[src/rtl/core/vn_div_lane.sv]
// ----------------------------------------------------------------------------
// vn_div_lane
// one lane: pipelined restoring divide, mag * 2^FRAC / len, one bit per stage
// ----------------------------------------------------------------------------
module vn_div_lane #(
   parameter int MAG_W = 32,
   parameter int LEN_W = 33,
   parameter int FRAC  = 16
) (
   input  logic            clock,
   input  logic            en,
   input  logic [MAG_W-1:0] mag,
   input  logic [LEN_W-1:0] len,
   output logic [FRAC:0]   quot
);
   localparam int STAGES = FRAC + 1;
   localparam int R_W    = LEN_W + 1;

   logic [R_W-1:0]   r_ff   [STAGES];
   logic [LEN_W-1:0] len_ff [STAGES];
   logic [FRAC:0]    q_ff   [STAGES];

   for (genvar j = 0; j < STAGES; j++) begin : g_stage
      logic [R_W-1:0]   r_src;
      logic [LEN_W-1:0] d_src;
      logic [FRAC:0]    q_src;
      logic             take;

      if (j == 0) begin : g_first
         assign r_src = R_W'(mag);
         assign d_src = len;
         assign q_src = '0;
      end else begin : g_next
         assign r_src = {r_ff[j-1][R_W-2:0], 1'b0};
         assign d_src = len_ff[j-1];
         assign q_src = q_ff[j-1];
      end

      assign take = (r_src >= R_W'(d_src));

      always_ff @(posedge clock) begin
         if (en) begin
            r_ff[j]   <= take ? r_src - R_W'(d_src) : r_src;
            len_ff[j] <= d_src;
            q_ff[j]   <= {q_src[FRAC-1:0], take};
         end
      end
   end

   assign quot = q_ff[STAGES-1];
endmodule

[config.mk]
export PLATFORM = sky130hd
export DESIGN_NAME = vn_div_lane
export DESIGN_NICKNAME = d
export VERILOG_FILES = /design/src/rtl/core/vn_div_lane.sv
export SDC_FILE = /design/constraint.sdc
export NUM_CORES = 2
export LEC_CHECK = 0
export BUFFER_PORTS_ARGS = -buffer_cell sky130_fd_sc_hd__buf_2
export CELL_PAD_IN_SITES_DETAIL_PLACEMENT = 2
export CELL_PAD_IN_SITES_GLOBAL_PLACEMENT = 2
export CORE_ASPECT_RATIO = 0.6
export CORE_UTILIZATION = 44
export CTS_CLUSTER_DIAMETER = 120
export DETAILED_ROUTE_END_ITERATION = 8
export GPL_TIMING_DRIVEN = 0
export MAX_ROUTING_LAYER = met4
export PLACE_DENSITY_LB_ADDON = 0.1
export SLEW_MARGIN = 20
export SYNTH_ARGS = -nofsm -noshare
export SYNTH_HDL_FRONTEND = slang
export SYNTH_SLANG_ARGS = --single-unit
export TNS_END_PERCENT = 20
[constraint.sdc]
create_clock -name clock -period 4.36 [get_ports clock]
set_clock_uncertainty 0.2 [all_clocks]
set_input_delay 0.218 -clock clock [delete_from_list [all_inputs] [get_ports clock]]
set_output_delay 0.218 -clock clock [all_outputs]
set_load 0.02 [all_outputs]
==> results.rst <==
.. list-table::
   :header-rows: 1

   * - Metric
     - Value
   * - Register clock-pin slew on the reported worst setup and hold paths
     - 0.09 ns
   * - Share of cells above drive strength 1
     - 0.1336
   * - Initial antenna violation count
     - 19
   * - Cell area after synthesis
     - 0.07170 mm2
   * - Worst setup EP type
     - register
   * - Fmax achieved
     - ~0.22 GHz
   * - Clk_lat worst skew
     - 0.81 ns
   * - Area enclosed by the die boundary
     - 0.1646 mm2
   * - Violations in the final reports
     - setup timing
   * - DPL Wire Length
     - ~220000 um
   * - Overall fraction of global-route tracks in use
     - 0.3737
   * - Number of nets in the finished design
     - 7633
   * - Antenna-violating nets left
     - 0
   * - Synth-to-layout area growth
     - 15.93%
   * - Clock sink total
     - 1209
   * - Register cell area after layout
     - between 0.03 and 0.04 mm2
   * - Share of the synthesized area in compound gates (AO/OA/AOI/OAI)
     - 0.1559
   * - Clock network power share
     - 0.161
   * - Design internal power
     - 37.43 mW
   * - Post-Synth XOR/XNOR Area
     - 0.05497
   * - Total detailed-routing wirelength
     - 318300 um
   * - Most frequent cells in the layout
     - sky130_fd_sc_hd__edfxtp_1 (1209), sky130_fd_sc_hd__inv_1 (696), sky130_fd_sc_hd__a21oi_1 (554)
   * - Global-route wire length before repair
     - 436100 um
   * - Violation count after the first detailed-route iteration
     - slightly above 8k
   * - Worst-case register-to-register setup slack
     - -0.27 ns
   * - Combined area of the multi-input logic cells
     - 0.03382 mm2
   * - Actual transition at the worst max-transition pin
     - 1.086 ns
   * - Ys Warns
     - 0
   * - Synth async-reset ratio
     - 0
   * - Mapped Nets
     - 7234
   * - Fraction of the mapped netlist area in adder cells
     - 0.1020
   * - Register bit total from synthesis
     - between 1k and 1.5k
   * - Number of synthesized flops with an enable pin
     - 1209
   * - Fraction of power consumed by sequential logic
     - 0.280
   * - Drt pass-1 iters
     - 6
   * - DIE HEIGHT
     - roughly 310 um
   * - Synthesized instance count
     - 6592
   * - Maximum level of the CTS H-tree
     - 3
   * - # fillers
     - 15.88k
   * - PwrDens
     - approximately 850 mW/mm2
   * - Number of placement rows
     - 114
   * - Worst min-delay path class
     - input pin to register
   * - Initial core utilization
     - 0.4440
   * - Port Buffer Count
     - between 80 and 90
   * - Kind of launch point of the worst setup path
     - register
   * - Congestion Overflow GR
     - 0
   * - Clock tree from TritonCTS
     - yes
   * - Critical path fanouts, max
     - 5
   * - Relative contribution of combinational cells to total power
     - 0.559
   * - Setup repair after global routing missed its margin
     - true
   * - Post-route DRC violation count
     - 0
   * - Worst reg-to-reg path cell count
     - 14
   * - Largest vdd supply drop
     - slightly above 0.4 mV
   * - Total via count in the routed design
     - 60.15k
   * - Most common flop cell mapped by yosys
     - sky130_fd_sc_hd__edfxtp_1
   * - Static power due to leakage
     - 33.77 nW
   * - Sw frac
     - 0.4695
   * - Total clock buffers created by CTS
     - roughly 120
   * - Mean cell area of the mapped netlist
     - about 11 um2
   * - Number of different library cells in the post-synthesis netlist
     - 89
   * - Worst Hold Depth
     - 4
   * - Run status
     - complete, but fails checks
   * - Multiplexer area fraction after synthesis
     - 0.03902
   * - Main combinational cell family by area after synthesis
     - compound AO/OA/AOI/OAI gates
   * - Placeable core area
     - between 0.15 and 0.2 mm2
   * - Register area share after synthesis
     - 0.5064
   * - Cell area after placement
     - 0.07525 mm2
   * - Source of the worst hold timing path
     - mag[4]
   * - Min Clock Period, post-route
     - 4.635 ns
   * - Width of the die
     - 523.1 um
   * - Finished Cell Area
     - 0.08312 mm2
   * - Share of the cycle needed by the critical path after routing
     - 1.063
   * - Critical path data required time
     - 4.67 ns
   * - Number of maximum-capacitance constraint violations
     - 0
   * - Max transition margin
     - 0.2757
   * - Deepest clock path buffer count
     - 3
   * - Final estimated routing congestion in global placement
     - 0.9732
   * - Number of endpoints with negative hold slack in the final report
     - 0
   * - Final setup violation count
     - 303
   * - Switching power total
     - 33.13 mW
   * - Via count of the first global-routing pass
     - between 50k and 60k
   * - WS Path Type
     - register to register
   * - Startpoint of the lowest-slack register-to-register path
     - len_ff[0][267]
   * - Worst EP arrival
     - 4.95 ns
   * - Final Max Tran Viols
     - 0
   * - Capturing point of the worst reg2reg path
     - r_ff[0][334]
   * - I/O pin cnt
     - between 80 and 90
   * - Basic-gate share of the synthesized area counting and, or, nand and nor cells
     - 0.09391
   * - Maximum number of pins on one net before global-route repair
     - about 150
   * - Clock root buffer master
     - sky130_fd_sc_hd__clkbuf_16
   * - Leading cell type in the layout, fill and taps excluded
     - sky130_fd_sc_hd__edfxtp_1
   * - End point of the most critical hold path
     - r_ff[0][4]
   * - Avg Vias per Cell
     - 6.497
   * - Share of the core filled with cells in the final layout
     - 0.5148
   * - Final routed wire length divided by cell count
     - 34.39 um
   * - Final worst slack
     - -0.2747 ns
==> synthesized netlist by cell type, types with 18 or more instances <==
cell type,instances,area [um2]
sky130_fd_sc_hd__a21o_1,240,1802
sky130_fd_sc_hd__nor2b_1,71,444.2
sky130_fd_sc_hd__o21bai_1,68,510.5
sky130_fd_sc_hd__xnor2_1,253,2216
sky130_fd_sc_hd__and2_1,25,156.4
sky130_fd_sc_hd__buf_2,29,145.1
sky130_fd_sc_hd__a21oi_1,586,2933
sky130_fd_sc_hd__and3_1,50,312.8
sky130_fd_sc_hd__a211oi_1,46,345.3
sky130_fd_sc_hd__nand2_1,462,1734
sky130_fd_sc_hd__nor3_1,65,325.3
sky130_fd_sc_hd__o211ai_1,40,300.3
sky130_fd_sc_hd__clkbuf_1,138,518.0
sky130_fd_sc_hd__o31ai_1,35,262.8
sky130_fd_sc_hd__nor2_1,355,1333
sky130_fd_sc_hd__nand4_1,101,631.9
sky130_fd_sc_hd__inv_1,699,2624
sky130_fd_sc_hd__a31oi_1,52,325.3
sky130_fd_sc_hd__o21a_1,72,540.5
sky130_fd_sc_hd__nor4_1,21,131.4
sky130_fd_sc_hd__o21ai_0,444,2222
sky130_fd_sc_hd__nand3_1,113,565.5
sky130_fd_sc_hd__o31a_1,18,157.7
sky130_fd_sc_hd__edfxtp_1,1209,36300
sky130_fd_sc_hd__nand2b_1,70,437.9
sky130_fd_sc_hd__ha_1,559,6994
sky130_fd_sc_hd__mux2_2,220,2477
sky130_fd_sc_hd__xor2_1,197,1725
==> logic make-up (layout without fill, tap and decap cells) <==
logic type,Yosys count,count (layout)
mux,247,247
fa+ha+maj,575,575
other cells,0,17
compound gates,1804,1804
xor+xnor,450,450
flops,1209,1209
buf+inv,885,1388
simple gates,1422,1422
==> worst max path at each step <==
stage	start	endpoint	slack, ns	cells after the start
after floorplan	len_ff[0][165]	r_ff[0][226]	0.82	12
after detailed placement	len_ff[0][275]	r_ff[0][334]	-2.03	14
final	len_ff[0][267]	r_ff[0][334]	-0.27	14
after global routing	len_ff[0][200]	r_ff[0][240]	-0.24	14
after global placement	en	q_ff[0][270]	-16.80	1
after CTS	len_ff[0][66]	r_ff[0][131]	-0.08	13
==> metrics by stage <==
stage	setup WS, ns	power [mW]	hold slack, ns	instances	TNS [ns]
3_3_place_gp	-16.80	50.57	0.2006	8821	-
3_5_place_dp	-2.033	52.53	0.2051	8838	-553.87
2_1_floorplan	0.8209	39.93	0.1169	6592	0
4_1_cts	-0.07964	66.27	-0.5650	9202	-0.5536
6_report	-0.2747	70.56	0.03374	9258	-23.92
5_1_grt	-0.2447	72.76	0.07506	9248	-16.66
==> registers in the layout (all words and copies together), names as in the netlist <==
name,flops
len_ff,528
q_ff,153
r_ff,528
==> cell type report <==
type                    instances  share of cell area
inverters                     699             0.03166
clock buffers                 143             0.03742
plain buffers                 171             0.01397
well taps                    2146             0.03230
flip-flops and latches       1209              0.4368
repair buffers                291             0.03096
multi-input cells            4498              0.4069
diodes                         17           0.0005118
clock inverters                84            0.009469
==> metal layers <==
metal	vias up	GRT usage	wire length, um	share of wire
li1	24915	-	-	-
met1	31209	0.5942	153500	0.48
met2	3390	0.4521	117800	0.37
met3	634	0.1020	37690	0.12
met4	0	0.08268	9339	0.029
met5	-	-	0	0
==> what timing repair did <==
action | 4_1_cts | 5_1_grt
pin swaps | 37 | 46
setup buffers | 44 | 45
hold buffers | 98 | 3
setup endpoints to repair | 520 | 471
hold endpoints to repair | 144 | 3
gates resized for setup | 294 | 231
gates cloned | 0 | 1
==> worst max-delay path, stage by stage, from the launching register on <==
cell	delay [ns]
sky130_fd_sc_hd__edfxtp_1	0.59
sky130_fd_sc_hd__inv_1	0.18
sky130_fd_sc_hd__ha_2	0.28
sky130_fd_sc_hd__nor2_1	0.35
sky130_fd_sc_hd__a211oi_4	0.12
sky130_fd_sc_hd__buf_6	0.15
sky130_fd_sc_hd__o31ai_4	0.39
sky130_fd_sc_hd__a211o_1	0.28
sky130_fd_sc_hd__o21ai_2	0.11
sky130_fd_sc_hd__a221o_1	0.43
sky130_fd_sc_hd__a41o_4	0.28
sky130_fd_sc_hd__nand3_4	0.23
sky130_fd_sc_hd__nand2_8	0.17
sky130_fd_sc_hd__buf_16	0.21
sky130_fd_sc_hd__mux2_4	0.32
==> power by group through the flow <==
stage / Clock (mW) / Combinational [mW] / Sequential (mW)
floorplan: 0 / 21.3 / 18.6
global placement: 0 / 30.6 / 19.9
detailed placement: 0 / 32.9 / 19.6
CTS: 11.1 / 35.6 / 19.5
global route: 11.7 / 41.1 / 19.9
finish: 11.4 / 39.4 / 19.7
Power figures use the tool's default switching activity.
